**src/hw/rtl/sseg_pkg.sv**
```systemverilog
// Shared types, codes and lookup tables of the seven-segment display formatter.
package sseg_pkg;

   // Request kinds.
   localparam logic [1:0] KIND_TICK  = 2'd0;
   localparam logic [1:0] KIND_VALUE = 2'd1;
   localparam logic [1:0] KIND_MODE  = 2'd2;
   localparam logic [1:0] KIND_TEXT  = 2'd3;

   // Display symbol codes.
   typedef logic [4:0] sym_type;
   localparam sym_type SYM_BLANK = 5'd10;
   localparam sym_type SYM_A     = 5'd11;
   localparam sym_type SYM_SEP   = 5'd27;
   localparam sym_type SYM_MAX   = 5'd27;

   // Number of known mode words.
   localparam logic [2:0] MODE_WORDS = 3'd5;

   // Hold length after reset, in ticks.
   localparam logic [11:0] HOLD_RESET = 12'd1500;

   // Segment drive with every segment dark.
   localparam logic [6:0] SEG_DARK = 7'h7F;

   // Buffer of four symbols, entry 0 is the leftmost digit.
   typedef sym_type [3:0] symbols_type;

   // A registered request, with the value already clamped at zero.
   typedef struct packed {
      logic [1:0]       kind;
      logic [14:0]      mag;
      logic             work_screen;
      logic [3:0]       menu_item;
      logic [2:0]       mode_number;
      logic [3:0][7:0]  text;
   } item_type;

   // Quotients of the clamped value by 10, 100, 1000 and 10000.
   typedef struct packed {
      logic [11:0] q1;
      logic [8:0]  q2;
      logic [5:0]  q3;
      logic [1:0]  q4;
   } quot_type;

   // Segment pattern of a symbol; a zero bit lights the segment.
   function automatic logic [6:0] glyph(input sym_type s);
      logic [7:0] g;
      unique case (s)
         5'd0:  g = 8'hC0;
         5'd1:  g = 8'hF9;
         5'd2:  g = 8'hA4;
         5'd3:  g = 8'hB0;
         5'd4:  g = 8'h99;
         5'd5:  g = 8'h92;
         5'd6:  g = 8'h82;
         5'd7:  g = 8'hF8;
         5'd8:  g = 8'h80;
         5'd9:  g = 8'h90;
         5'd10: g = 8'hFF;
         5'd11: g = 8'h88;
         5'd12: g = 8'h8E;
         5'd13: g = 8'h86;
         5'd14: g = 8'h92;
         5'd15: g = 8'hC2;
         5'd16: g = 8'hC1;
         5'd17: g = 8'hAF;
         5'd18: g = 8'hAB;
         5'd19: g = 8'h87;
         5'd20: g = 8'h8C;
         5'd21: g = 8'h98;
         5'd22: g = 8'hA7;
         5'd23: g = 8'hA1;
         5'd24: g = 8'hC7;
         5'd25: g = 8'hA3;
         5'd26: g = 8'h83;
         5'd27: g = 8'hA7;
         default: g = 8'hFF;
      endcase
      return g[6:0];
   endfunction

   // Fixed mode words: FEr, SS, coLd, SPot, ALu.
   function automatic symbols_type mode_word(input logic [2:0] mode);
      symbols_type w;
      unique case (mode)
         3'd0:    w = {SYM_BLANK, 5'd17, 5'd13, 5'd12};
         3'd1:    w = {SYM_BLANK, SYM_BLANK, 5'd14, 5'd14};
         3'd2:    w = {5'd23, 5'd24, 5'd25, 5'd22};
         3'd3:    w = {5'd19, 5'd25, 5'd20, 5'd14};
         3'd4:    w = {SYM_BLANK, 5'd16, 5'd24, SYM_A};
         default: w = {SYM_BLANK, SYM_BLANK, SYM_BLANK, SYM_BLANK};
      endcase
      return w;
   endfunction

   // ASCII character to symbol; characters without a glyph show blank.
   function automatic sym_type char_symbol(input logic [7:0] c);
      sym_type s;
      if (c >= 8'h30 && c <= 8'h39) begin
         s = 5'(c - 8'h30);
      end else begin
         unique case (c)
            8'h41:                      s = SYM_A;
            8'h46:                      s = 5'd12;
            8'h45:                      s = 5'd13;
            8'h53, 8'h73:               s = 5'd14;
            8'h47:                      s = 5'd15;
            8'h75, 8'h55, 8'h76, 8'h56: s = 5'd16;
            8'h72:                      s = 5'd17;
            8'h6E:                      s = 5'd18;
            8'h74:                      s = 5'd19;
            8'h50:                      s = 5'd20;
            8'h71:                      s = 5'd21;
            8'h63, 8'h43:               s = 5'd22;
            8'h64:                      s = 5'd23;
            8'h4C:                      s = 5'd24;
            8'h6F:                      s = 5'd25;
            8'h62:                      s = 5'd26;
            default:                    s = SYM_BLANK;
         endcase
      end
      return s;
   endfunction

   // Decimal digit of hi, given next = hi / 10.
   function automatic sym_type digit_of(input logic [14:0] hi, input logic [11:0] next);
      logic [14:0] rem;
      rem = hi - 15'(next) * 15'd10;
      return {1'b0, rem[3:0]};
   endfunction

endpackage

```
**src/hw/rtl/sseg_channels.sv**
```systemverilog
// Request, response and register write channels of the display formatter.
interface sseg_req_if;
   logic             valid;
   logic             ready;
   logic [1:0]       kind;
   logic signed [15:0] value;
   logic             work_screen;
   logic [3:0]       menu_item;
   logic [2:0]       mode_number;
   logic [7:0]       text_char_0;
   logic [7:0]       text_char_1;
   logic [7:0]       text_char_2;
   logic [7:0]       text_char_3;

   modport source (
      output valid, kind, value, work_screen, menu_item, mode_number,
             text_char_0, text_char_1, text_char_2, text_char_3,
      input  ready
   );
   modport sink (
      input  valid, kind, value, work_screen, menu_item, mode_number,
             text_char_0, text_char_1, text_char_2, text_char_3,
      output ready
   );
endinterface

interface sseg_rsp_if;
   logic       valid;
   logic       ready;
   logic [6:0] segments;
   logic [3:0] anode_enable;
   logic       update_ignored;

   modport source (output valid, segments, anode_enable, update_ignored, input ready);
   modport sink (input valid, segments, anode_enable, update_ignored, output ready);
endinterface

interface sseg_csr_if;
   logic        valid;
   logic        ready;
   logic [11:0] hold_ms;

   modport source (output valid, hold_ms, input ready);
   modport sink (input valid, hold_ms, output ready);
endinterface

```
**src/hw/rtl/sseg_divide.sv**
```systemverilog
// Decimal quotients of a 15-bit value by reciprocal multiplication.
module sseg_divide
   import sseg_pkg::*;
(
   input  logic [14:0] mag,
   output quot_type    quot
);

   logic [31:0] prod_10;
   logic [31:0] prod_100;
   logic [31:0] prod_1000;
   logic [31:0] prod_10000;

   // Each reciprocal is exact for every value below 32768.
   assign prod_10    = 32'(mag) * 32'd52429;
   assign prod_100   = 32'(mag) * 32'd5243;
   assign prod_1000  = 32'(mag) * 32'd67109;
   assign prod_10000 = 32'(mag) * 32'd13422;

   assign quot.q1 = prod_10[30:19];
   assign quot.q2 = prod_100[27:19];
   assign quot.q3 = prod_1000[31:26];
   assign quot.q4 = prod_10000[28:27];

endmodule

```
**src/hw/rtl/seven_segment_mux_display_formatter.sv**
```systemverilog
// Top level of the multiplexed four-digit seven-segment display formatter.
//
// The block takes one request per clock and returns one response for each
// from its response register. The first stage registers the request with the
// value clamped at zero and its quotients by 10, 100, 1000 and 10000 (one
// reciprocal multiplier each); the second stage applies the request to the
// symbol buffer, scan position and hold counter and loads the response
// register. Throughput is one request per cycle and is limited only by the
// response side taking results. A tick request scans the next digit; the
// response always shows the segment and anode drive currently held, plus a
// flag when a value or text request was dropped because a mode name is being
// held. The hold length register may be written at any time the block is idle.
module seven_segment_mux_display_formatter
   import sseg_pkg::*;
(
   input  logic       clock,
   input  logic       reset,
   sseg_req_if.sink   req_ch,
   sseg_rsp_if.source rsp_ch,
   sseg_csr_if.sink   csr_ch
);

   item_type    item_ff;
   quot_type    quot_ff;
   logic        in_valid_ff;
   logic        out_valid_ff;
   logic        ignored_ff;
   logic        ignored_in;
   symbols_type buf_ff;
   symbols_type buf_in;
   logic [1:0]  scan_ff;
   logic [1:0]  scan_in;
   logic [11:0] hold_ff;
   logic [11:0] hold_in;
   logic [11:0] hold_ms_ff;
   logic [6:0]  seg_ff;
   logic [6:0]  seg_in;
   logic [3:0]  anode_ff;
   logic [3:0]  anode_in;
   logic [14:0] req_mag;
   quot_type    req_quot;
   logic        advance;
   logic        held;
   sym_type     d0, d1, d2, d3, d4;
   sym_type     scan_sym;

   // Second stage moves when its result can enter the response register.
   assign advance      = in_valid_ff && (!out_valid_ff || rsp_ch.ready);
   assign req_ch.ready = !in_valid_ff || advance;
   assign csr_ch.ready = 1'b1;

   // Negative values count as zero.
   assign req_mag = req_ch.value[15] ? 15'd0 : req_ch.value[14:0];

   sseg_divide u_divide (
      .mag  (req_mag),
      .quot (req_quot)
   );

   // Input register.
   always_ff @(posedge clock) begin
      if (reset) begin
         in_valid_ff <= 1'b0;
      end else if (req_ch.ready) begin
         in_valid_ff <= req_ch.valid;
      end
      if (req_ch.valid && req_ch.ready) begin
         item_ff.kind        <= req_ch.kind;
         item_ff.mag         <= req_mag;
         item_ff.work_screen <= req_ch.work_screen;
         item_ff.menu_item   <= req_ch.menu_item;
         item_ff.mode_number <= req_ch.mode_number;
         item_ff.text        <= {req_ch.text_char_3, req_ch.text_char_2,
                                 req_ch.text_char_1, req_ch.text_char_0};
         quot_ff             <= req_quot;
      end
   end

   // Decimal digits, units first.
   assign d0 = digit_of(item_ff.mag, quot_ff.q1);
   assign d1 = digit_of(15'(quot_ff.q1), 12'(quot_ff.q2));
   assign d2 = digit_of(15'(quot_ff.q2), 12'(quot_ff.q3));
   assign d3 = digit_of(15'(quot_ff.q3), 12'(quot_ff.q4));
   assign d4 = {3'b000, quot_ff.q4};

   assign held = hold_ff != 12'd0;

   // Symbol under the scanner; out-of-range codes show blank.
   assign scan_sym = (buf_ff[scan_ff] > SYM_MAX) ? SYM_BLANK : buf_ff[scan_ff];

   // Apply one request to the display state.
   always_comb begin
      logic ended;
      buf_in     = buf_ff;
      scan_in    = scan_ff;
      hold_in    = hold_ff;
      seg_in     = seg_ff;
      anode_in   = anode_ff;
      ignored_in = 1'b0;
      ended      = 1'b0;
      unique case (item_ff.kind)
         KIND_TICK: begin
            seg_in   = glyph(scan_sym);
            anode_in = 4'b0001 << scan_ff;
            scan_in  = scan_ff + 2'd1;
            if (held) begin
               hold_in = hold_ff - 12'd1;
            end
         end
         KIND_VALUE: begin
            if (held) begin
               ignored_in = 1'b1;
            end else if (item_ff.work_screen) begin
               // Amps: A, hundreds from 100, tens and units always.
               buf_in[0] = SYM_A;
               buf_in[1] = (quot_ff.q2 != 9'd0) ? d2 : SYM_BLANK;
               buf_in[2] = d1;
               buf_in[3] = d0;
            end else if (item_ff.menu_item == 4'd0 || item_ff.menu_item == 4'd2 ||
                         item_ff.menu_item == 4'd3 || item_ff.menu_item == 4'd4) begin
               // Seconds from milliseconds, shown with tenths.
               buf_in[0] = (quot_ff.q4 != 2'd0) ? d4 : SYM_BLANK;
               buf_in[1] = d3;
               buf_in[2] = SYM_SEP;
               buf_in[3] = d2;
            end else begin
               // Plain decimal with leading zeros blanked.
               buf_in[0] = (quot_ff.q3 != 6'd0) ? d3 : SYM_BLANK;
               buf_in[1] = (quot_ff.q2 != 9'd0) ? d2 : SYM_BLANK;
               buf_in[2] = (quot_ff.q1 != 12'd0) ? d1 : SYM_BLANK;
               buf_in[3] = d0;
            end
         end
         KIND_MODE: begin
            if (item_ff.mode_number < MODE_WORDS) begin
               buf_in = mode_word(item_ff.mode_number);
            end
            hold_in = hold_ms_ff;
         end
         KIND_TEXT: begin
            if (held) begin
               ignored_in = 1'b1;
            end else begin
               // A zero character blanks itself and everything after it.
               for (int i = 0; i < 4; i++) begin
                  if (item_ff.text[i] == 8'd0) begin
                     ended = 1'b1;
                  end
                  buf_in[i] = ended ? SYM_BLANK : char_symbol(item_ff.text[i]);
               end
            end
         end
         default: begin
            buf_in = buf_ff;
         end
      endcase
   end

   // Display state and response register.
   always_ff @(posedge clock) begin
      if (reset) begin
         buf_ff       <= {SYM_BLANK, SYM_BLANK, SYM_BLANK, SYM_BLANK};
         scan_ff      <= 2'd0;
         hold_ff      <= 12'd0;
         seg_ff       <= SEG_DARK;
         anode_ff     <= 4'd0;
         out_valid_ff <= 1'b0;
      end else begin
         if (advance) begin
            buf_ff       <= buf_in;
            scan_ff      <= scan_in;
            hold_ff      <= hold_in;
            seg_ff       <= seg_in;
            anode_ff     <= anode_in;
            out_valid_ff <= 1'b1;
         end else if (rsp_ch.ready) begin
            out_valid_ff <= 1'b0;
         end
      end
      if (advance) begin
         ignored_ff <= ignored_in;
      end
   end

   // Hold length register.
   always_ff @(posedge clock) begin
      if (reset) begin
         hold_ms_ff <= HOLD_RESET;
      end else if (csr_ch.valid && csr_ch.ready) begin
         hold_ms_ff <= csr_ch.hold_ms;
      end
   end

   assign rsp_ch.valid          = out_valid_ff;
   assign rsp_ch.segments       = seg_ff;
   assign rsp_ch.anode_enable   = anode_ff;
   assign rsp_ch.update_ignored = ignored_ff;

endmodule
```
**src/flat_wrapper.sv**
```systemverilog
// flat-port wrapper written by rule: the top's interface ports become plain ports
module seven_segment_mux_display_formatter_flat import sseg_pkg::*;
  (clock, reset, req_ch_valid, req_ch_kind, req_ch_value, req_ch_work_screen, req_ch_menu_item, req_ch_mode_number, req_ch_text_char_0, req_ch_text_char_1, req_ch_text_char_2, req_ch_text_char_3, req_ch_ready, rsp_ch_valid, rsp_ch_segments, rsp_ch_anode_enable, rsp_ch_update_ignored, rsp_ch_ready, csr_ch_valid, csr_ch_hold_ms, csr_ch_ready);
  sseg_req_if req_ch_i ();
  sseg_rsp_if rsp_ch_i ();
  sseg_csr_if csr_ch_i ();
  input  logic clock;
  input  logic reset;
  input wire logic [$bits(req_ch_i.valid)-1:0] req_ch_valid;
  input wire logic [$bits(req_ch_i.kind)-1:0] req_ch_kind;
  input wire logic [$bits(req_ch_i.value)-1:0] req_ch_value;
  input wire logic [$bits(req_ch_i.work_screen)-1:0] req_ch_work_screen;
  input wire logic [$bits(req_ch_i.menu_item)-1:0] req_ch_menu_item;
  input wire logic [$bits(req_ch_i.mode_number)-1:0] req_ch_mode_number;
  input wire logic [$bits(req_ch_i.text_char_0)-1:0] req_ch_text_char_0;
  input wire logic [$bits(req_ch_i.text_char_1)-1:0] req_ch_text_char_1;
  input wire logic [$bits(req_ch_i.text_char_2)-1:0] req_ch_text_char_2;
  input wire logic [$bits(req_ch_i.text_char_3)-1:0] req_ch_text_char_3;
  output wire logic [$bits(req_ch_i.ready)-1:0] req_ch_ready;
  output wire logic [$bits(rsp_ch_i.valid)-1:0] rsp_ch_valid;
  output wire logic [$bits(rsp_ch_i.segments)-1:0] rsp_ch_segments;
  output wire logic [$bits(rsp_ch_i.anode_enable)-1:0] rsp_ch_anode_enable;
  output wire logic [$bits(rsp_ch_i.update_ignored)-1:0] rsp_ch_update_ignored;
  input wire logic [$bits(rsp_ch_i.ready)-1:0] rsp_ch_ready;
  input wire logic [$bits(csr_ch_i.valid)-1:0] csr_ch_valid;
  input wire logic [$bits(csr_ch_i.hold_ms)-1:0] csr_ch_hold_ms;
  output wire logic [$bits(csr_ch_i.ready)-1:0] csr_ch_ready;
  assign req_ch_i.valid = req_ch_valid;
  assign req_ch_i.kind = req_ch_kind;
  assign req_ch_i.value = req_ch_value;
  assign req_ch_i.work_screen = req_ch_work_screen;
  assign req_ch_i.menu_item = req_ch_menu_item;
  assign req_ch_i.mode_number = req_ch_mode_number;
  assign req_ch_i.text_char_0 = req_ch_text_char_0;
  assign req_ch_i.text_char_1 = req_ch_text_char_1;
  assign req_ch_i.text_char_2 = req_ch_text_char_2;
  assign req_ch_i.text_char_3 = req_ch_text_char_3;
  assign req_ch_ready = req_ch_i.ready;
  assign rsp_ch_valid = rsp_ch_i.valid;
  assign rsp_ch_segments = rsp_ch_i.segments;
  assign rsp_ch_anode_enable = rsp_ch_i.anode_enable;
  assign rsp_ch_update_ignored = rsp_ch_i.update_ignored;
  assign rsp_ch_i.ready = rsp_ch_ready;
  assign csr_ch_i.valid = csr_ch_valid;
  assign csr_ch_i.hold_ms = csr_ch_hold_ms;
  assign csr_ch_ready = csr_ch_i.ready;
  seven_segment_mux_display_formatter u_core (.clock(clock), .reset(reset), .req_ch(req_ch_i), .rsp_ch(rsp_ch_i), .csr_ch(csr_ch_i));
endmodule
```
**config.mk**
```make
export PLATFORM = sky130hd
export DESIGN_NAME = seven_segment_mux_display_formatter_flat
export DESIGN_NICKNAME = d
export VERILOG_FILES = /design/src/hw/rtl/sseg_pkg.sv /design/src/hw/rtl/sseg_channels.sv /design/src/hw/rtl/sseg_divide.sv /design/src/hw/rtl/seven_segment_mux_display_formatter.sv /design/src/flat_wrapper.sv
export SDC_FILE = /design/constraint.sdc
export NUM_CORES = 1
export LEC_CHECK = 0
export BUFFER_PORTS_ARGS = -buffer_cell sky130_fd_sc_hd__buf_4
export CAP_MARGIN = 15
export CELL_PAD_IN_SITES_DETAIL_PLACEMENT = 1
export CELL_PAD_IN_SITES_GLOBAL_PLACEMENT = 2
export CORE_AREA = 2 2 161 321
export DETAILED_ROUTE_END_ITERATION = 8
export DIE_AREA = 0 0 163 323
export PLACE_DENSITY_LB_ADDON = 0.1
export SETUP_SLACK_MARGIN = 0.1
export SYNTH_ARGS = -nofsm -noshare
export SYNTH_HDL_FRONTEND = slang
export SYNTH_SLANG_ARGS = --single-unit
```
**constraint.sdc**
```tcl
create_clock -name clock -period 8.17 [get_ports clock]
set_input_delay 1.634 -clock clock [delete_from_list [all_inputs] [get_ports clock]]
set_output_delay 1.634 -clock clock [all_outputs]
set_load 0.02 [all_outputs]
```
Word-level counts from Yosys, hierarchy flattened
Memories as Yosys holds them, arrays and structs flattened. A register that Yosys moved wholly into a read port is not among the register bits.
Index checks and enable logic that the tools add are counted.
{ "word_totals": {"mem_count": 1, "rom_bits": 224, "input_bits": 75, "ff_bits": 128} }
{ "mem_list": {"columns": ["memory", "depth", "word_bits", "read_ports", "rd_clocked_by_memory_dff", "write_ports", "line", "rtl"], "rows": [
  ["(name not given)", 32, 7, 1, 1, 0, "sseg_pkg.sv:50", "unique case (s)"]
]} }
{ "op_classes": {"reduce_logical": 44, "multipliers": 8, "shifts": 1, "addsub": 10, "n_eq_ne": 98, "muxes": 44, "magnitude_cmp": 11} }
{ "op_table": {"columns": ["op", "count"], "rows": [
  ["8-bit by 7-bit equality test with 1-bit output, second input constant", 84],
  ["5-bit case mux with 16 select lines", 4],
  ["20-bit case mux with 5 select lines", 1],
  ["20-bit two-way mux", 4],
  ["20-bit case mux with 3 select lines", 1],
  ["15-bit by 13-bit multiplier with 28-bit output, second input constant", 2],
  ["5-bit two-way mux", 10],
  ["8-bit by 6-bit greater-or-equal comparator with 1-bit output, second input constant", 4],
  ["8-bit by 6-bit less-or-equal comparator with 1-bit output, second input constant", 4],
  ["8-bit logical NOT", 4],
  ["15-bit by 17-bit multiplier with 32-bit output, second input constant", 1],
  ["15-bit by 16-bit multiplier with 31-bit output, second input constant", 1],
  ["12-bit case mux with 2 select lines", 1],
  ["12-bit nonzero test", 2],
  ["5-bit subtractor, second input constant", 4],
  ["19-bit two-way mux", 1],
  ["2-bit OR reduction", 9],
  ["4-bit two-way mux", 4],
  ["4-bit OR reduction", 4],
  ["4-bit subtractor", 4],
  ["1-bit two-way mux", 15],
  ["15-bit two-way mux", 1],
  ["12-bit by 3-bit multiplier with 3-bit output, second input constant", 1],
  ["12-bit two-way mux", 1],
  ["32 further kinds", 49]
]} }

Logic depth before layout (Yosys ltp)
{ "logic_depth": {"depth_word": 16, "depth_mapped": 24} }

Cells and area by module
From an unflattened synthesis, not the netlist that was laid out.
{ "unflattened": {"cells_unflattened": 2204, "area_unflattened_um2": 20891.3} }
{ "by_module_without_submodules": {"columns": ["mod", "seq_area_each_um2", "instances", "cells_each", "area_per_inst_um2"], "rows": [
  ["sseg_divide", 0.0, 1, 1276, 12445.7],
  ["seven_segment_mux_display_formatter", 3463.3, 1, 928, 8445.6]
]} }

Worst setup path before layout
OpenSTA, ideal clock, no wires.
{ "synth_timing": {"path_type": "input -> register", "from": "input port req_ch_value[15]", "to": "register u_core.quot_ff[27] in the netlist's numbering (data pin)", "t_required_ps": 7913, "slack_ps": 914, "cell_stages": 20, "arrival_time_ps": 6999, "n_path_buf": 2, "cell_sequence": "clkbuf_1 > clkbuf_1 > nor2b_1 > ha_1 > inv_1 > fa_1 > inv_1 > fa_1 > fa_1 > fa_1 > ha_1 > ha_1 > a21o_1 > a21o_1 > a21o_1 > a21oi_1 > nand2_1 > a221o_1 > and2_1 > xor2_1"} }
{ "synth_lines": {"columns": ["element", "line", "rtl"], "rows": [
  ["from (decl)", "flat_wrapper.sv:11", "input wire logic [$bits(req_ch_i.value)-1:0] req_ch_value;"],
  ["to (signal assigned)", "seven_segment_mux_display_formatter.sv:75", "quot_ff <= req_quot;"],
  ["to (decl)", "seven_segment_mux_display_formatter.sv:24", "quot_type quot_ff;"]
]} }

==> flow_summary.toml <==
[power]
powerDensity_nw_per_um2 = 175
leakage_nw = 11.3
vdd_drop_max_v = 0.000143

[routing]
viasPerCell = 5.33
routed_wl_um = 59100
drtPass1Iterations = 5
first_iter_violations = 656
wl_per_cell_um = 20.1
drc = 0
drtAntennaViolNets = 0
num_vias = 15689

[clocking]
cts_resized = 0
cts_setup_buffers = 0
cts_sinks = 135
cts_buffers = 17
hold_buffers = 0
cts_root_buf = "clkbuf_16"
cts.reportedPaths.clkPinSlew_ns = 0.06
ctsHtreeMaxLevel = 4
clkLatencyLatePin_ns = 0.45
cts_buffer_depth = 2
cts_tree = "done"

[floorplan]
core_um2 = 50500
rows = 117
io_pins = 90
die_w_um = 163
die_h_um = 323
dieArea_um2 = 52600
initial_utilization_pct = 40.5

[grt]
track_usage_pct = 23.3
grt_max_degree = 64
grt_pass1_wl_um = 93500
grt_overflow = 0
antenna_found_initial = 0
grt_pass1_vias = 16547

[synthesis]
seq_area_frac_synth_pct = 16.9
async_flop_share_pct = 0
synthCells = 2238
ys_types = 82
synth_area_per_cell_um2 = 9.13
synthTopCellsByArea = "ha_1 (23%), fa_1 (19%), edfxtp_1 (11%)"
synthMostInstantiatedCell = "inv_1"
synth_edf_count = 76
ys.flop_type = "edfxtp_1"
ys_ff_latch = 135
synth_fp_nets = 2881
synth_top_area_share_pct = 22.9
netlist.top_cell.by_area = "ha_1"
synthTopCellsByCount = "inv_1 (414), ha_1 (374), fa_1 (194), nor2_1 (139), nand2_1 (107)"
yosys_warnings = 0
syn-cell-area_um2 = 20400

[setup_path]
required_ns = 8.36
worstPathCellList = "buf_4, nand2b_1, inv_1, ha_1, ha_1, or2_2, ha_1, a21o_1, fa_1, inv_1, fa_1, inv_1, ha_1, ha_1, a21o_1, a21o_1, a21o_1, a221o_1, a221o_1, a31oi_1, xnor2_1"
path_buf_inv = 4
slowest_stage = "fa_1"
crit_arrival_ns = 7.36
cp_top_family = "adder cells"
cp_max_fo = 46
cp-end-kind = "register"
cp-start-kind = "primary input"
max_stage_delay_ns = 0.52
cp_common_cell = "ha_1"
criticalPathCategory = "in -> reg"

[placed_design]
gp_congestion = 0.919
port_buffers = 88
placed_cell_area_um2 = 21700
place_hpwl_um = 49500

[finish]
seqCellArea_um2 = 3460
antenna_cells = 0
multiInputGateArea_um2 = 15000
drive_above_1_share_pct = 7.46
area_growth_syn_to_layout_pct = 9.12
fin_nets = 2921
n_fill_cell = 5901
stdcell_area_um2 = 22300

[hold_path]
hp-class = "reg -> reg"

[sta]
grt_setup_unrepaired = "false"
final.setup_skew_ns = 0.0106
tightest_slew_ns = 0.989
finalCritPeriodShare_pct = 87.8
finalSetupViolations = 0
drv_slew = 0
finalHoldViolations = 0
timing.fmax_mhz = 139
finalSetupTns_ns = 0
max_slew_margin_pct = 33.9
period_needed_ns = 7.17

[outcome]
status = "complete, no violations"

[job]
cap_violations = 0
-- worst paths after layout --
path	startpoint	to	slack (ns)	cells after the start
max	req_ch_value[15]	u_core.quot_ff[28]$_DFFE_PP_	1.0	21
min	u_core.rsp_ch.segments[5]$_SDFFE_PP1P_	u_core.rsp_ch.segments[5]$_SDFFE_PP1P_	0.47	1
max reg2reg	u_core.scan_ff[0]$_SDFFE_PP0P_	u_core.rsp_ch.segments[5]$_SDFFE_PP1P_	4.75	11
min reg2reg	u_core.rsp_ch.segments[5]$_SDFFE_PP1P_	u_core.rsp_ch.segments[5]$_SDFFE_PP1P_	0.47	1
-- where the power goes --
group / switching [mW] / internal [mW] / leakage (nW)
registers: 0.0928 / 0.818 / 1.23
logic: 1.27 / 0.946 / 9.81
clock network: 0.345 / 0.419 / 0.286
-- per-layer routing --
layer	GRT usage, %	vias to the layer above	share of wire, %
met5	0	-	0
met4	7.37	0	2.7
met3	1.78	56	2.4
met2	39.4	220	49
met1	31.5	7785	46
li1	-	7628	-
-- registers in the layout (all words and copies together) (netlist names) --
signal	count
u_core.buf_ff	20
u_core.d4	2
u_core.hold_ff	12
u_core.hold_ms_ff	12
u_core.in_valid_ff	1
u_core.item_ff	46
u_core.quot_ff	27
u_core.rsp_ch.anode_enable	4
u_core.rsp_ch.segments	7
u_core.rsp_ch.update_ignored	1
u_core.rsp_ch.valid	1
u_core.scan_ff	2
-- worst reg2reg max path: stages, from the launching register on --
cell	delay [ns]
dfxtp_1	0.68
mux4_2	0.78
and2_1	0.28
nand2_1	0.12
nand2_1	0.15
ha_1	0.40
inv_1	0.08
nor2_1	0.15
a21oi_1	0.06
o22ai_1	0.19
a211oi_1	0.13
a211o_1	0.29
-- per-stage QoR --
step	power [mW]	std cells	setup WS [ns]	hold WS (ns)	utilization (%)
4_1_cts	3.98	2945	0.975	0.469	44.2
6_report	3.89	2945	0.998	0.467	44.2
3_3_place_gp	3.14	2913	0.549	0.444	43.0
5_1_grt	4.33	2945	0.621	0.487	44.2
3_5_place_dp	3.17	2913	0.489	0.459	43.0
2_1_floorplan	2.51	2238	0.914	0.441	-
-- cells by family after synthesis --
family	Yosys count	synth area share, %
other	1	0.0184
XOR/XNOR	103	4.41
flip-flops	135	16.9
adder cells (fa/ha/maj)	568	41.9
multiplexers	25	1.60
AO/OA/AOI/OAI	377	12.6
buffers and inverters	506	9.47
AND/OR/NAND/NOR	523	13.1
-- layout by cell type, fill, tap and decap left out, drive strengths merged, types with 7 or more instances in the layout --
master / n
a211oi: 23
nand2: 107
nor4b: 7
a21oi: 75
o211ai: 16
dfxtp: 59
o31ai: 8
edfxtp: 76
nor2b: 59
inv: 422
buf: 112
nand3: 30
nor3: 35
a21o: 51
o21ai: 63
nand4: 14
xor2: 35
fa: 194
o21bai: 9
nor3b: 7
ha: 374
and3: 11
nand2b: 38
o22ai: 17
mux2i: 17
a211o: 17
or2: 9
nor4: 13
a22oi: 9
and2: 19
a31oi: 23
clkbuf: 18
xnor2: 68
nor2: 139
or3: 9
-- final cells by class --
type | count | share of cell area [%]
inverters | 415 | 6.99
repair buffers | 112 | 3.77
multi-input cells | 1597 | 67.4
clock inverters | 14 | 0.584
clock buffers | 18 | 2.02
flip-flops and latches | 135 | 15.5
well taps | 654 | 3.67
Note: power is estimated with default switching activity, not from simulation.
